### src/sv/acf_pkg.sv
// Shared types, character codes and command text tables for the AT command formatter.
package acf_pkg;

	localparam logic [3:0] ACT_RATE     = 4'd0;
	localparam logic [3:0] ACT_MODE     = 4'd1;
	localparam logic [3:0] ACT_WAKE     = 4'd2;
	localparam logic [3:0] ACT_ADDR     = 4'd3;
	localparam logic [3:0] ACT_PREAMBLE = 4'd4;
	localparam logic [3:0] ACT_BW       = 4'd5;
	localparam logic [3:0] ACT_FREQ     = 4'd6;
	localparam logic [3:0] ACT_SF       = 4'd7;
	localparam logic [3:0] ACT_SAVE     = 4'd8;
	localparam logic [3:0] ACT_QUERY    = 4'd9;
	localparam logic [3:0] ACT_POWER    = 4'd10;

	localparam logic [7:0] CH_ZERO = 8'h30;
	localparam logic [7:0] CH_ONE  = 8'h31;
	localparam logic [7:0] CH_CR   = 8'h0D;
	localparam logic [7:0] CH_LF   = 8'h0A;

	localparam int ARG_MAX     = 5;
	localparam int QUEUE_DEPTH = 2;

	typedef struct packed {
		logic [3:0]  action;
		logic [15:0] value;
	} acf_in_t;

	typedef struct packed {
		logic [7:0] char_out;
		logic       last;
	} acf_out_t;

	// One formatted command: fixed prefix and suffix come from the action,
	// the argument bytes are filled in by the front end.
	typedef struct packed {
		logic [3:0]                 action;
		logic [ARG_MAX-1:0][7:0]    arg;
		logic [2:0]                 arg_len;
	} acf_desc_t;

	// Prefix text, right aligned: byte k of a prefix of length L sits at 8*(L-1-k).
	function automatic logic [127:0] pre_text(input logic [3:0] action);
		logic [127:0] t;
		t = '0;
		case (action)
			ACT_RATE:     t = 128'("AT+UART=");
			ACT_MODE:     t = 128'("AT+MODE=");
			ACT_WAKE:     t = 128'("AT+WT=");
			ACT_ADDR:     t = 128'("AT+ADR=");
			ACT_PREAMBLE: t = 128'("AT+PB=");
			ACT_BW:       t = 128'("AT+BW=");
			ACT_FREQ:     t = 128'("AT+FEQ=434000000");
			ACT_SF:       t = 128'("AT+SF=");
			ACT_SAVE:     t = 128'("ATW");
			ACT_QUERY:    t = 128'("ATL");
			ACT_POWER:    t = 128'("AT+PWR=29");
			default:      t = '0;
		endcase
		return t;
	endfunction

	function automatic logic [4:0] pre_len(input logic [3:0] action);
		logic [4:0] n;
		n = '0;
		case (action)
			ACT_RATE:     n = 5'd8;
			ACT_MODE:     n = 5'd8;
			ACT_WAKE:     n = 5'd6;
			ACT_ADDR:     n = 5'd7;
			ACT_PREAMBLE: n = 5'd6;
			ACT_BW:       n = 5'd6;
			ACT_FREQ:     n = 5'd16;
			ACT_SF:       n = 5'd6;
			ACT_SAVE:     n = 5'd3;
			ACT_QUERY:    n = 5'd3;
			ACT_POWER:    n = 5'd9;
			default:      n = '0;
		endcase
		return n;
	endfunction

	function automatic logic [23:0] post_text(input logic [3:0] action);
		logic [23:0] t;
		t = '0;
		case (action)
			ACT_RATE:     t = 24'(",0");
			ACT_PREAMBLE: t = 24'("000");
			default:      t = '0;
		endcase
		return t;
	endfunction

	function automatic logic [1:0] post_len(input logic [3:0] action);
		logic [1:0] n;
		n = '0;
		case (action)
			ACT_RATE:     n = 2'd2;
			ACT_PREAMBLE: n = 2'd3;
			default:      n = '0;
		endcase
		return n;
	endfunction

endpackage

### src/sv/acf_front.sv
// Front end: accepts commands, drops invalid ones, converts the address to decimal.
module acf_front (
	input  logic               clk,
	input  logic               arst_n,
	input  logic               push,
	output logic               full,
	input  acf_pkg::acf_in_t   cmd,
	output logic               q_push,
	input  logic               q_full,
	output acf_pkg::acf_desc_t q_data
);

	localparam logic [1:0] ST_IDLE  = 2'd0;
	localparam logic [1:0] ST_SHIFT = 2'd1;
	localparam logic [1:0] ST_FMT   = 2'd2;

	logic [1:0]         state_q;
	logic [3:0]         cnt_q;
	logic [15:0]        bin_q;
	logic [19:0]        bcd_q;
	logic               desc_valid_q;
	acf_pkg::acf_desc_t desc_q;

	logic               accept;
	logic               desc_take;
	logic               desc_set;
	logic [7:0]         d;
	logic               imm_emit;
	logic               is_addr;
	acf_pkg::acf_desc_t imm_desc;
	acf_pkg::acf_desc_t adr_desc;
	logic [19:0]        bcd_adj;
	logic [2:0]         nd;

	assign full      = (state_q != ST_IDLE) || (desc_valid_q && q_full);
	assign accept    = push && !full;
	assign desc_take = desc_valid_q && !q_full;
	assign q_push    = desc_take;
	assign q_data    = desc_q;
	assign d         = cmd.value[7:0];
	assign is_addr   = (cmd.action == acf_pkg::ACT_ADDR);
	// accept implies the idle state
	assign desc_set  = (accept && !is_addr && imm_emit) || (state_q == ST_FMT);

	// classify and build the descriptor of every command but the address
	always_comb begin
		imm_desc         = '0;
		imm_desc.action  = cmd.action;
		imm_desc.arg[0]  = 8'(acf_pkg::CH_ZERO + d);
		imm_desc.arg_len = 3'd1;
		imm_emit         = 1'b1;
		unique case (cmd.action)
			acf_pkg::ACT_RATE, acf_pkg::ACT_WAKE, acf_pkg::ACT_PREAMBLE,
			acf_pkg::ACT_BW: begin
			end
			acf_pkg::ACT_MODE: begin
				imm_emit = (d <= 8'd1);
			end
			acf_pkg::ACT_SF: begin
				if (d >= 8'd10 && d <= 8'd12) begin
					imm_desc.arg[0]  = acf_pkg::CH_ONE;
					imm_desc.arg[1]  = 8'(acf_pkg::CH_ZERO + d - 8'd10);
					imm_desc.arg_len = 3'd2;
				end else begin
					imm_emit = (d >= 8'd7 && d <= 8'd9);
				end
			end
			acf_pkg::ACT_FREQ, acf_pkg::ACT_SAVE, acf_pkg::ACT_QUERY,
			acf_pkg::ACT_POWER: begin
				imm_desc.arg_len = 3'd0;
			end
			default: begin
				// address is handled by the converter, the rest is unknown
				imm_emit = 1'b0;
			end
		endcase
	end

	// shift-add-3 correction of each BCD digit before the shift
	always_comb begin
		bcd_adj = bcd_q;
		for (int i = 0; i < 5; i++) begin
			if (bcd_q[4*i +: 4] >= 4'd5)
				bcd_adj[4*i +: 4] = 4'(bcd_q[4*i +: 4] + 4'd3);
		end
	end

	// leading zero suppression; zero still shows one digit
	always_comb begin
		if (bcd_q[19:16] != 4'd0)
			nd = 3'd5;
		else if (bcd_q[15:12] != 4'd0)
			nd = 3'd4;
		else if (bcd_q[11:8] != 4'd0)
			nd = 3'd3;
		else if (bcd_q[7:4] != 4'd0)
			nd = 3'd2;
		else
			nd = 3'd1;
		adr_desc         = '0;
		adr_desc.action  = acf_pkg::ACT_ADDR;
		adr_desc.arg_len = nd;
		for (int k = 0; k < acf_pkg::ARG_MAX; k++) begin
			if (3'(k) < nd)
				adr_desc.arg[k] = {4'h3, bcd_q[4*(3'(nd - 3'd1 - 3'(k))) +: 4]};
		end
	end

	always_ff @(posedge clk or negedge arst_n) begin
		if (!arst_n) begin
			state_q      <= ST_IDLE;
			cnt_q        <= '0;
			desc_valid_q <= 1'b0;
		end else begin
			if (desc_set)
				desc_valid_q <= 1'b1;
			else if (desc_take)
				desc_valid_q <= 1'b0;
			unique case (state_q)
				ST_IDLE: begin
					if (accept && is_addr) begin
						state_q <= ST_SHIFT;
						cnt_q   <= '0;
					end
				end
				ST_SHIFT: begin
					cnt_q <= 4'(cnt_q + 4'd1);
					if (cnt_q == 4'd15)
						state_q <= ST_FMT;
				end
				ST_FMT: begin
					state_q <= ST_IDLE;
				end
				default: begin
					state_q <= ST_IDLE;
				end
			endcase
		end
	end

	always_ff @(posedge clk) begin
		if (state_q == ST_IDLE && accept) begin
			bin_q  <= cmd.value;
			bcd_q  <= '0;
			desc_q <= imm_desc;
		end else if (state_q == ST_SHIFT) begin
			{bcd_q, bin_q} <= {bcd_adj[18:0], bin_q, 1'b0};
		end else if (state_q == ST_FMT) begin
			desc_q <= adr_desc;
		end
	end

endmodule

### src/sv/acf_fifo.sv
// Short descriptor queue between the front end and the byte sequencer.
module acf_fifo #(
	parameter int DEPTH = acf_pkg::QUEUE_DEPTH
) (
	input  logic               clk,
	input  logic               arst_n,
	input  logic               push,
	output logic               full,
	input  acf_pkg::acf_desc_t wdata,
	input  logic               pop,
	output logic               empty,
	output acf_pkg::acf_desc_t rdata
);

	localparam int PW = (DEPTH > 1) ? $clog2(DEPTH) : 1;
	localparam int CW = $clog2(DEPTH + 1);

	acf_pkg::acf_desc_t mem_q [DEPTH];
	logic [PW-1:0]      wr_q;
	logic [PW-1:0]      rd_q;
	logic [CW-1:0]      cnt_q;

	logic do_push;
	logic do_pop;

	assign full    = (cnt_q == CW'(DEPTH));
	assign empty   = (cnt_q == '0);
	assign do_push = push && !full;
	assign do_pop  = pop && !empty;
	assign rdata   = mem_q[rd_q];

	always_ff @(posedge clk or negedge arst_n) begin
		if (!arst_n) begin
			wr_q  <= '0;
			rd_q  <= '0;
			cnt_q <= '0;
		end else begin
			if (do_push)
				wr_q <= (wr_q == PW'(DEPTH - 1)) ? '0 : PW'(wr_q + 1'b1);
			if (do_pop)
				rd_q <= (rd_q == PW'(DEPTH - 1)) ? '0 : PW'(rd_q + 1'b1);
			if (do_push && !do_pop)
				cnt_q <= CW'(cnt_q + 1'b1);
			else if (do_pop && !do_push)
				cnt_q <= CW'(cnt_q - 1'b1);
		end
	end

	always_ff @(posedge clk) begin
		if (do_push)
			mem_q[wr_q] <= wdata;
	end

endmodule

### src/sv/acf_back.sv
// Back end: walks one command descriptor and emits its bytes into the output register.
module acf_back (
	input  logic               clk,
	input  logic               arst_n,
	input  logic               q_empty,
	output logic               q_pop,
	input  acf_pkg::acf_desc_t q_head,
	output logic               empty,
	input  logic               pop,
	output acf_pkg::acf_out_t  rsp
);

	acf_pkg::acf_desc_t cur_q;
	logic               cur_valid_q;
	logic [4:0]         idx_q;
	logic               out_valid_q;
	acf_pkg::acf_out_t  rsp_q;

	logic [4:0]         pl;
	logic [1:0]         po;
	logic [4:0]         e1;
	logic [4:0]         e2;
	logic [3:0]         pre_pos;
	logic [1:0]         post_pos;
	logic [2:0]         arg_pos;
	logic [127:0]       pre_t;
	logic [23:0]        post_t;
	acf_pkg::acf_out_t  gen;
	logic               step;
	logic               fin;
	logic               load;

	assign pl       = acf_pkg::pre_len(cur_q.action);
	assign po       = acf_pkg::post_len(cur_q.action);
	assign pre_t    = acf_pkg::pre_text(cur_q.action);
	assign post_t   = acf_pkg::post_text(cur_q.action);
	assign e1       = 5'(pl + 5'(cur_q.arg_len));
	assign e2       = 5'(e1 + 5'(po));
	assign pre_pos  = 4'(pl - 5'd1 - idx_q);
	assign arg_pos  = 3'(idx_q - pl);
	assign post_pos = 2'(e2 - 5'd1 - idx_q);

	// byte at idx: prefix, argument, suffix, CR, LF
	always_comb begin
		gen.last = 1'b0;
		if (idx_q < pl)
			gen.char_out = pre_t[{pre_pos, 3'b000} +: 8];
		else if (idx_q < e1)
			gen.char_out = cur_q.arg[arg_pos];
		else if (idx_q < e2)
			gen.char_out = post_t[{post_pos, 3'b000} +: 8];
		else if (idx_q == e2)
			gen.char_out = acf_pkg::CH_CR;
		else begin
			gen.char_out = acf_pkg::CH_LF;
			gen.last     = 1'b1;
		end
	end

	assign step  = cur_valid_q && (!out_valid_q || pop);
	assign fin   = step && gen.last;
	assign load  = (!cur_valid_q || fin) && !q_empty;
	assign q_pop = load;
	assign empty = !out_valid_q;
	assign rsp   = rsp_q;

	always_ff @(posedge clk or negedge arst_n) begin
		if (!arst_n) begin
			cur_valid_q <= 1'b0;
			idx_q       <= '0;
			out_valid_q <= 1'b0;
		end else begin
			if (load) begin
				cur_valid_q <= 1'b1;
				idx_q       <= '0;
			end else if (fin) begin
				cur_valid_q <= 1'b0;
			end else if (step) begin
				idx_q <= 5'(idx_q + 5'd1);
			end
			if (step)
				out_valid_q <= 1'b1;
			else if (pop)
				out_valid_q <= 1'b0;
		end
	end

	always_ff @(posedge clk) begin
		if (load)
			cur_q <= q_head;
		if (step)
			rsp_q <= gen;
	end

endmodule

### src/sv/at_command_formatter_core.sv
// Top level of the AT command formatter: front end, descriptor queue, byte sequencer.
//
// Usage:
//   Command side is a queue write port: drive cmd and raise push; the word is
//   taken on a clock edge with push high and full low.
//   Result side is a queue read port: while empty is low, rsp holds the next
//   byte of the command line; it is taken on an edge with pop high.
//   rsp.last marks the closing LF of each line.
// Path: the first byte of a line passes the front end descriptor register,
//   the descriptor queue, the back end descriptor register and the output
//   register; address commands first run the binary to decimal conversion
//   (16 shift-add-3 steps and one formatting step).
// Throughput: one byte per cycle while pop is high and lines are queued; a line
//   is 5 to 18 bytes long, and the address converter takes no new command until done.
// Invalid commands (bad mode, bad spreading factor, unknown action) are taken
//   and produce no bytes.
// Reset clears all queues; no word is pending afterwards. When pop is held
//   low, the output register holds its byte and the queue then full back-
//   pressures the command side.
module at_command_formatter_core #(
	parameter int QDEPTH = acf_pkg::QUEUE_DEPTH
) (
	input  logic              clk,
	input  logic              arst_n,
	input  logic              push,
	output logic              full,
	input  acf_pkg::acf_in_t  cmd,
	output logic              empty,
	input  logic              pop,
	output acf_pkg::acf_out_t rsp
);

	logic               q_push;
	logic               q_full;
	logic               q_pop;
	logic               q_empty;
	acf_pkg::acf_desc_t q_wdata;
	acf_pkg::acf_desc_t q_rdata;

	acf_front u_front (
		.clk    (clk),
		.arst_n (arst_n),
		.push   (push),
		.full   (full),
		.cmd    (cmd),
		.q_push (q_push),
		.q_full (q_full),
		.q_data (q_wdata)
	);

	acf_fifo #(
		.DEPTH (QDEPTH)
	) u_fifo (
		.clk    (clk),
		.arst_n (arst_n),
		.push   (q_push),
		.full   (q_full),
		.wdata  (q_wdata),
		.pop    (q_pop),
		.empty  (q_empty),
		.rdata  (q_rdata)
	);

	acf_back u_back (
		.clk     (clk),
		.arst_n  (arst_n),
		.q_empty (q_empty),
		.q_pop   (q_pop),
		.q_head  (q_rdata),
		.empty   (empty),
		.pop     (pop),
		.rsp     (rsp)
	);

	// an accepted address command holds off the next word while converting
	a_addr_busy: assert property (@(posedge clk) disable iff (!arst_n)
		push && !full && cmd.action == acf_pkg::ACT_ADDR |=> full)
		else $error("address conversion did not block the command port");

	a_no_overflow: assert property (@(posedge clk) disable iff (!arst_n)
		q_push |-> !q_full)
		else $error("descriptor pushed into a full queue");

	a_last_is_lf: assert property (@(posedge clk) disable iff (!arst_n)
		!empty && rsp.last |-> rsp.char_out == acf_pkg::CH_LF)
		else $error("last flag on a byte other than LF");

	a_pop_drains: assert property (@(posedge clk) disable iff (!arst_n)
		q_pop |-> !q_empty)
		else $error("descriptor popped from an empty queue");

endmodule

### config.mk
export PLATFORM = sky130hd
export DESIGN_NAME = at_command_formatter_core
export DESIGN_NICKNAME = d
export VERILOG_FILES = /design/src/sv/acf_pkg.sv /design/src/sv/acf_front.sv /design/src/sv/acf_fifo.sv /design/src/sv/acf_back.sv /design/src/sv/at_command_formatter_core.sv
export SDC_FILE = /design/constraint.sdc
export NUM_CORES = 1
export LEC_CHECK = 0
export BUFFER_PORTS_ARGS = -buffer_cell sky130_fd_sc_hd__buf_2
export CORE_ASPECT_RATIO = 0.8
export CORE_MARGIN = 2
export CORE_UTILIZATION = 55
export CTS_BUF_LIST = sky130_fd_sc_hd__clkbuf_16
export DETAILED_ROUTE_END_ITERATION = 8
export PLACE_DENSITY_LB_ADDON = 0.2
export SLEW_MARGIN = 20
export SYNTH_ARGS = -nofsm -noshare
export SYNTH_HDL_FRONTEND = slang
export SYNTH_HIERARCHICAL = 1
export SYNTH_SLANG_ARGS = --single-unit
### constraint.sdc
create_clock -name clk -period 6.97 [get_ports clk]
set_input_delay 1.0455 -clock clk [delete_from_list [all_inputs] [get_ports clk]]
set_output_delay 1.0455 -clock clk [all_outputs]
set_load 0.05 [all_outputs]
-- Word level (Yosys, flattened, before mapping)
Memory sizes are Yosys's and may differ from the RTL's. A register that Yosys moved wholly into a read port is not among the register bits.
Index checks and enable logic that the tools add are counted.
- register bits after elaboration: 110
- logic and storage cells: 203
- bits in writable memories: 94
- memories: 3
- output and inout port bits: 11
- ROM bits: 1392
- memory list (memory ; depth ; bits a word ; rd ports ; clocked after Yosys merged registers in ; write ports ; RTL line ; text):
    (no name shown) ; 16 ; 82 ; 1 ; 0 ; 0 ; acf_pkg.sv:46 ; case (action)
    u_fifo.mem_q ; 2 ; 47 ; 1 ; 1 ; 1 ; acf_fifo.sv:18 ; acf_pkg::acf_desc_t mem_q [DEPTH];
    (no name shown) ; 16 ; 5 ; 1 ; 0 ; 0 ; acf_pkg.sv:66 ; case (action)
- reductions and logical operators: 52
- $add $sub $neg: 25
- shifts and indexed selects: 7
- $lt $le $gt $ge: 19
- bitwise operators: 1
- equality and inequality tests: 20
- multiplexer cells: 56
- operators with widths (operator ; count):
    2-to-1 mux 47 bit ; 3
    indexed part select 128 x 8 -> 8 bit ; 1
    indexed part select 20 x 6 -> 4 bit ; 5
    2-to-1 mux 16 bit ; 3
    case mux 22 bit (2 select lines) ; 1
    2-to-1 mux 8 bit ; 4
    2-to-1 mux 6 bit ; 5
    binary-select mux 8 bit (select 3 bit) ; 1
    indexed part select 24 x 6 -> 8 bit ; 1
    == test 4 x 3 -> 1 bit, second input constant ; 5
    >= comparator 4 x 3 -> 1 bit, second input constant ; 5
    2-to-1 mux 4 bit ; 5
    2-to-1 mux 19 bit ; 1
    nonzero test 2 bit ; 9
    adder 4 x 2 -> 4 bit, second input constant ; 4
    == test 4 bit, second input constant ; 4
    less-or-equal comparator 8 x 4 -> 1 bit, second input constant ; 2
    logical AND 1 bit ; 16
    nonzero test 4 bit ; 4
    < comparator 5 bit ; 3
    2-to-1 mux 1 bit ; 15
    2-to-1 mux 3 bit ; 5
    2-to-1 mux 5 bit ; 3
    2-to-1 mux 2 bit ; 5
    other kinds (43) ; 70

-- Logic depth before layout (Yosys ltp)
- depth in word-level cells: 15
- gate-level depth with buffers: 23

-- Hierarchy
Netlist, hierarchy kept.
- by module, submodules not included (module ; times used ; area an instance (µm²) ; sequential area each (µm²) ; cells an instance):
    acf_back ; 1 ; 5333.9 ; 2677.6 ; 473
    acf_front ; 1 ; 4748.3 ; 2047.0 ; 527
    acf_fifo ; 1 ; 3667.3 ; 2922.8 ; 165

-- Least setup slack after synthesis
No wires, ideal clock.
- path kind: flip-flop to flip-flop
- from: register u_back/cur_q[0] (netlist name)
- to: register u_fifo.cnt_q[1]
- path buffers: 2
- period minus slack after synthesis: 4.952 ns
- library setup time: 0.079 ns
- stages on the path, launching flop included: 18
- slack: 2.018 ns
- arrival time: 4.873 ns
- cell sequence: edfxtp_1 ha_1 inv_1 fa_1 fa_1 or3_1 xnor2_1 ha_1 a21boi_0 o211ai_1 o32ai_4 buf_6 buf_2 o21ai_0 ha_1 xor2_1 nor2_1 xor2_1
- cells in the longest elaborated chain, start to end: 14
- elaborated cells between the ends (all ways): 18
- those cells by class: add/sub (2); order compare (2); eq/ne (1); mux (5); reduce/logical (8)
- RTL lines (item ; RTL line ; text):
    adder 5 x 3 -> 5 bit * ; acf_back.sv:37 ; assign e1 = 5'(pl + 5'(cur_q.arg_len));
    parallel branches: the longest is 4 deep, another holds adder 5 x 2 -> 5 bit ; n/a ;
    2-to-1 mux 1 bit * ; acf_back.sv:48 ; else if (idx_q < e1)
    2-to-1 mux 1 bit * ; acf_back.sv:46 ; if (idx_q < pl)
    logical AND 1 bit * ; acf_back.sv:61 ; assign fin = step && gen.last;
    logical OR 1 bit * ; acf_back.sv:62 ; assign load = (!cur_valid_q || fin) && !q_empty;
    logical AND 1 bit * ; acf_back.sv:62 ;
    net q_pop ; at_command_formatter_core.sv:35 ; logic q_pop;
    logical AND 1 bit * ; acf_fifo.sv:29 ; assign do_pop = pop && !empty;
    zero test 1 bit ; acf_fifo.sv:42 ; if (do_push && !do_pop)
    logical AND 1 bit ; acf_fifo.sv:42 ;
    2-to-1 mux 2 bit or nonzero test 2 bit (tied branches) ; n/a ;
    to (signal assigned) ; acf_fifo.sv:43 ; cnt_q <= CW'(cnt_q + 1'b1);
    to (signal assigned) ; acf_fifo.sv:45 ; cnt_q <= CW'(cnt_q - 1'b1);
    to (decl) ; acf_fifo.sv:21 ; logic [CW-1:0] cnt_q;
Mark *: on every way through the listed nets, which the timed path passes.
A chain may end at the register's enable or synchronous reset.

==> impl_metrics.ini <==
[clocking]
cts_resized = 0
ctsHoldBuffers = 0
post_cts.repair.setup_buffers = 0
cts.sink_count = 283
cts_buffers = 29
htree_num_levels = 1
clock_latency_ns = 0.53
clock_path_buffers = 3
cts_tree = yes
root_buffer = clkbuf_16
clkTransAtPathRegs_ns = 0.06

[yosys]
synth_compound_area_share_pct = 12.29
async_flop_share_pct = 6.360
synth_top_family_by_area = compound AO/OA/AOI/OAI gates
ys_ff_latch = 283
synthFlopType = edfxtp_1
ys_seq_area_share_pct = 55.62
ys_warn_count = 6
synth-edff-count = 189
synth_mux_area_share_pct = 8.809
synth_top_area_share_pct = 41.28
ys_top_cells_by_area = edfxtp_1 (41%), dfxtp_1 (11%), ha_1 (4.6%), nand2_1 (3.3%), dfrtp_1 (3.3%)
synth_top_area_cell = edfxtp_1
synth_area_per_cell_um2 = 11.80
netlist_instances = 1165
netlist_area_um2 = 13750
synthAdderAreaFrac_pct = 5.078
synth_simple_gate_area_share_pct = 11.45
synthDistinctLibCells = 89
synth_xor_area_share_pct = 2.293

[cells_and_area]
final_area_um2 = 15050
layout.nets = 1250
drive_gt1_share_pct = 15.91
fillers = 1952
syn2layout_area_growth_pct = 9.436

[place]
dp_hpwl_um = 20250
pre_cts_slack_ns = 1.591
placed_area_um2 = 14040
numPortBuffers = 34
gp_congestion = 0.9297

[flow_run]
max_cap_violations = 0

[sta]
fin_ws_ns = 1.506
setup_viol = 0
period_share_pct = 78.39
rsz0062_at_grt = false
relSlewSlack_pct = 31.28
whs_ns = 0.4470
drv_slew = 0
hold_violations = 0
period_minus_slack_ns = 5.464
worstMarginPinSlew_ns = 1.029
max_freq_ghz = 0.1830
worst_clock_skew_ns = 0.01122
fin_tns_setup_ns = 0

[routing]
dr.first_iter.drc_count = 784
viasPerCell = 5.958
avgRoutedWirePerCell_um = 19.54
finalWirelength_um = 29560
dr.pass1.iters = 7
ant_nets = 0
via_count = 9014
drc = 0

[setup_path]
end_kind = flip-flop
reg2reg_depth = 18
critPathArrivalTime_ns = 5.85
cp_max_fo = 17
r2r_end = u_back/pre_t[22]$_DFF_P_
critPathKind = flip-flop to flip-flop
worstSetupStartpointType = flip-flop
required_ns = 7.35
rrSetupSlack_ns = 1.51
r2r-start = u_back/cur_q[46]$_DFFE_PN_

[die]
initial_core_util_pct = 56.26
core_area_um2 = 24440
die_height_um = 145.4
num_rows = 51
io_pins = 35
dieWidth_um = 180.8
fp.dieArea_um2 = 26290

[power_and_ir_drop]
p_leak_nw = 5.708
pwr_density_cell_nw_per_um2 = 528.5
ir_worst_vdd_v = 0.0003031

[worst_hold_path]
hold_path_class = input port to async pin

[grt]
grt_pass1_wl_um = 47850
grt_pass1_vias = 8642
grt_usage_pct = 22.65
overflow = 0
grt_max_degree = 48
grt_antenna_before_repair = 1

[run_status]
status = finished clean
power breakdown:
group / switching [mW] / leakage (nW) / internal [mW]
sequential: 0.267 / 2.61 / 2.38
combinational: 2.33 / 2.59 / 1.37
clock: 0.625 / 0.509 / 0.980
total: 3.22 / 5.71 / 4.73
state kept, by name, summed over array words and instances, names as in the netlist, 2 cells and up:
register,flops
u_front/bin_q,16
u_back/rsp,9
u_front/q_data,38
u_back/pl,4
u_fifo/cnt_q,2
u_front/bcd_q,20
u_back/pre_t,37
u_front/cnt_q,4
u_fifo/mem_q,94
u_back/idx_q,5
u_back/cur_q,47
u_front/state_q,2
layout by cell type (no fill, tap or decap), drive strengths merged, types with 11 or more instances in the layout:
cell    Yosys  layout
dfxtp      76      76
xnor2      23      23
a21oi      61      61
nor2       62      62
xor2       13      13
mux4       16      16
mux2       52      52
o21ai      89      89
nor3b      11      11
nand2b     19      19
o211ai     13      13
mux2i      17      17
clkinv      2      13
clkbuf     35      29
buf        44      50
nand3      45      45
dfrtp      18      18
nand2     123     123
inv        46      53
edfxtp    189     189
ha         51      51
layer usage:
metal | track usage [%] | part of all wire (%)
met1 | 34.22 | 47
met2 | 34.24 | 44
met3 | 3.979 | 6.6
met4 | 5.242 | 2.2
met5 | 0 | 0
synthesized netlist by cell type, types with 9 or more instances:
| cell type | number |
|---|---|
| a21oi_1 | 58 |
| xnor2_1 | 23 |
| nand2b_1 | 19 |
| dfrtp_1 | 18 |
| mux2_4 | 21 |
| nor3_1 | 10 |
| edfxtp_1 | 189 |
| nand3_1 | 45 |
| ha_1 | 51 |
| inv_1 | 45 |
| buf_4 | 12 |
| dfxtp_1 | 76 |
| buf_2 | 21 |
| mux2_2 | 31 |
| mux4_2 | 16 |
| a22o_1 | 9 |
| a31oi_1 | 9 |
| o21ai_0 | 83 |
| mux2i_1 | 15 |
| nor2_1 | 62 |
| xor2_1 | 13 |
| and2_1 | 9 |
| clkbuf_1 | 34 |
| a211oi_1 | 9 |
| o211ai_1 | 12 |
| nand2_1 | 122 |
| a311oi_1 | 9 |
worst max-delay path by stage:
stage                     slack, ns  depth (start not counted)                           to                        from
final                          1.51                         18     u_back/pre_t[22]$_DFF_P_  u_back/cur_q[46]$_DFFE_PN_
after global routing            1.0                         19     u_back/pre_t[20]$_DFF_P_  u_back/cur_q[46]$_DFFE_PN_
after global placement         1.72                         19     u_back/pre_t[20]$_DFF_P_  u_back/cur_q[46]$_DFFE_PN_
after CTS                      1.53                         18     u_back/pre_t[22]$_DFF_P_  u_back/cur_q[46]$_DFFE_PN_
after detailed placement       1.59                         19     u_back/pre_t[20]$_DFF_P_  u_back/cur_q[46]$_DFFE_PN_
after floorplan                2.02                         17  u_fifo/cnt_q[1]$_DFFE_PN0P_   u_back/cur_q[0]$_DFFE_PN_
worst max-delay path: stages, from the launching register on:
cell and delay, ns:
edfxtp_1 0.53, nor3_1 0.36, inv_1 0.16, nor2_1 0.12
ha_1 0.17, inv_1 0.05, fa_1 0.41, or3_1 0.41
xnor2_1 0.14, ha_1 0.30, a21boi_0 0.30, o211ai_1 0.20
o32ai_4 0.64, mux2_2 0.49, inv_1 0.18, ha_1 0.32
inv_1 0.11, o21ai_0 0.30, nand2_1 0.11
logic make-up after synthesis:
kind of cell,after synthesis
simple gates,322
mux,85
compound gates,257
flops,283
other cells,1
fa+ha+maj,54
buf+inv,127
xor+xnor,36
stage by stage:
step	total power, mW	util [%]	instances
floorplan	5.399	-	1170
global placement	6.294	57.47	1459
detailed placement	6.338	57.47	1459
CTS	7.961	61.56	1512
global route	8.479	61.56	1512
finish	7.952	61.57	1513
cell type report:
class | count | area (µm²) | share of cell area, %
clock inverters | 24 | 274.0 | 1.821
diodes | 1 | 2.502 | 0.01663
well taps | 318 | 397.9 | 2.644
flip-flops and latches | 283 | 7649 | 50.83
inverters | 48 | 180.2 | 1.197
clock buffers | 29 | 725.7 | 4.823
repair buffers | 50 | 290.3 | 1.929
multi-input cells | 760 | 5528 | 36.74
Power figures use the tool's default switching activity.
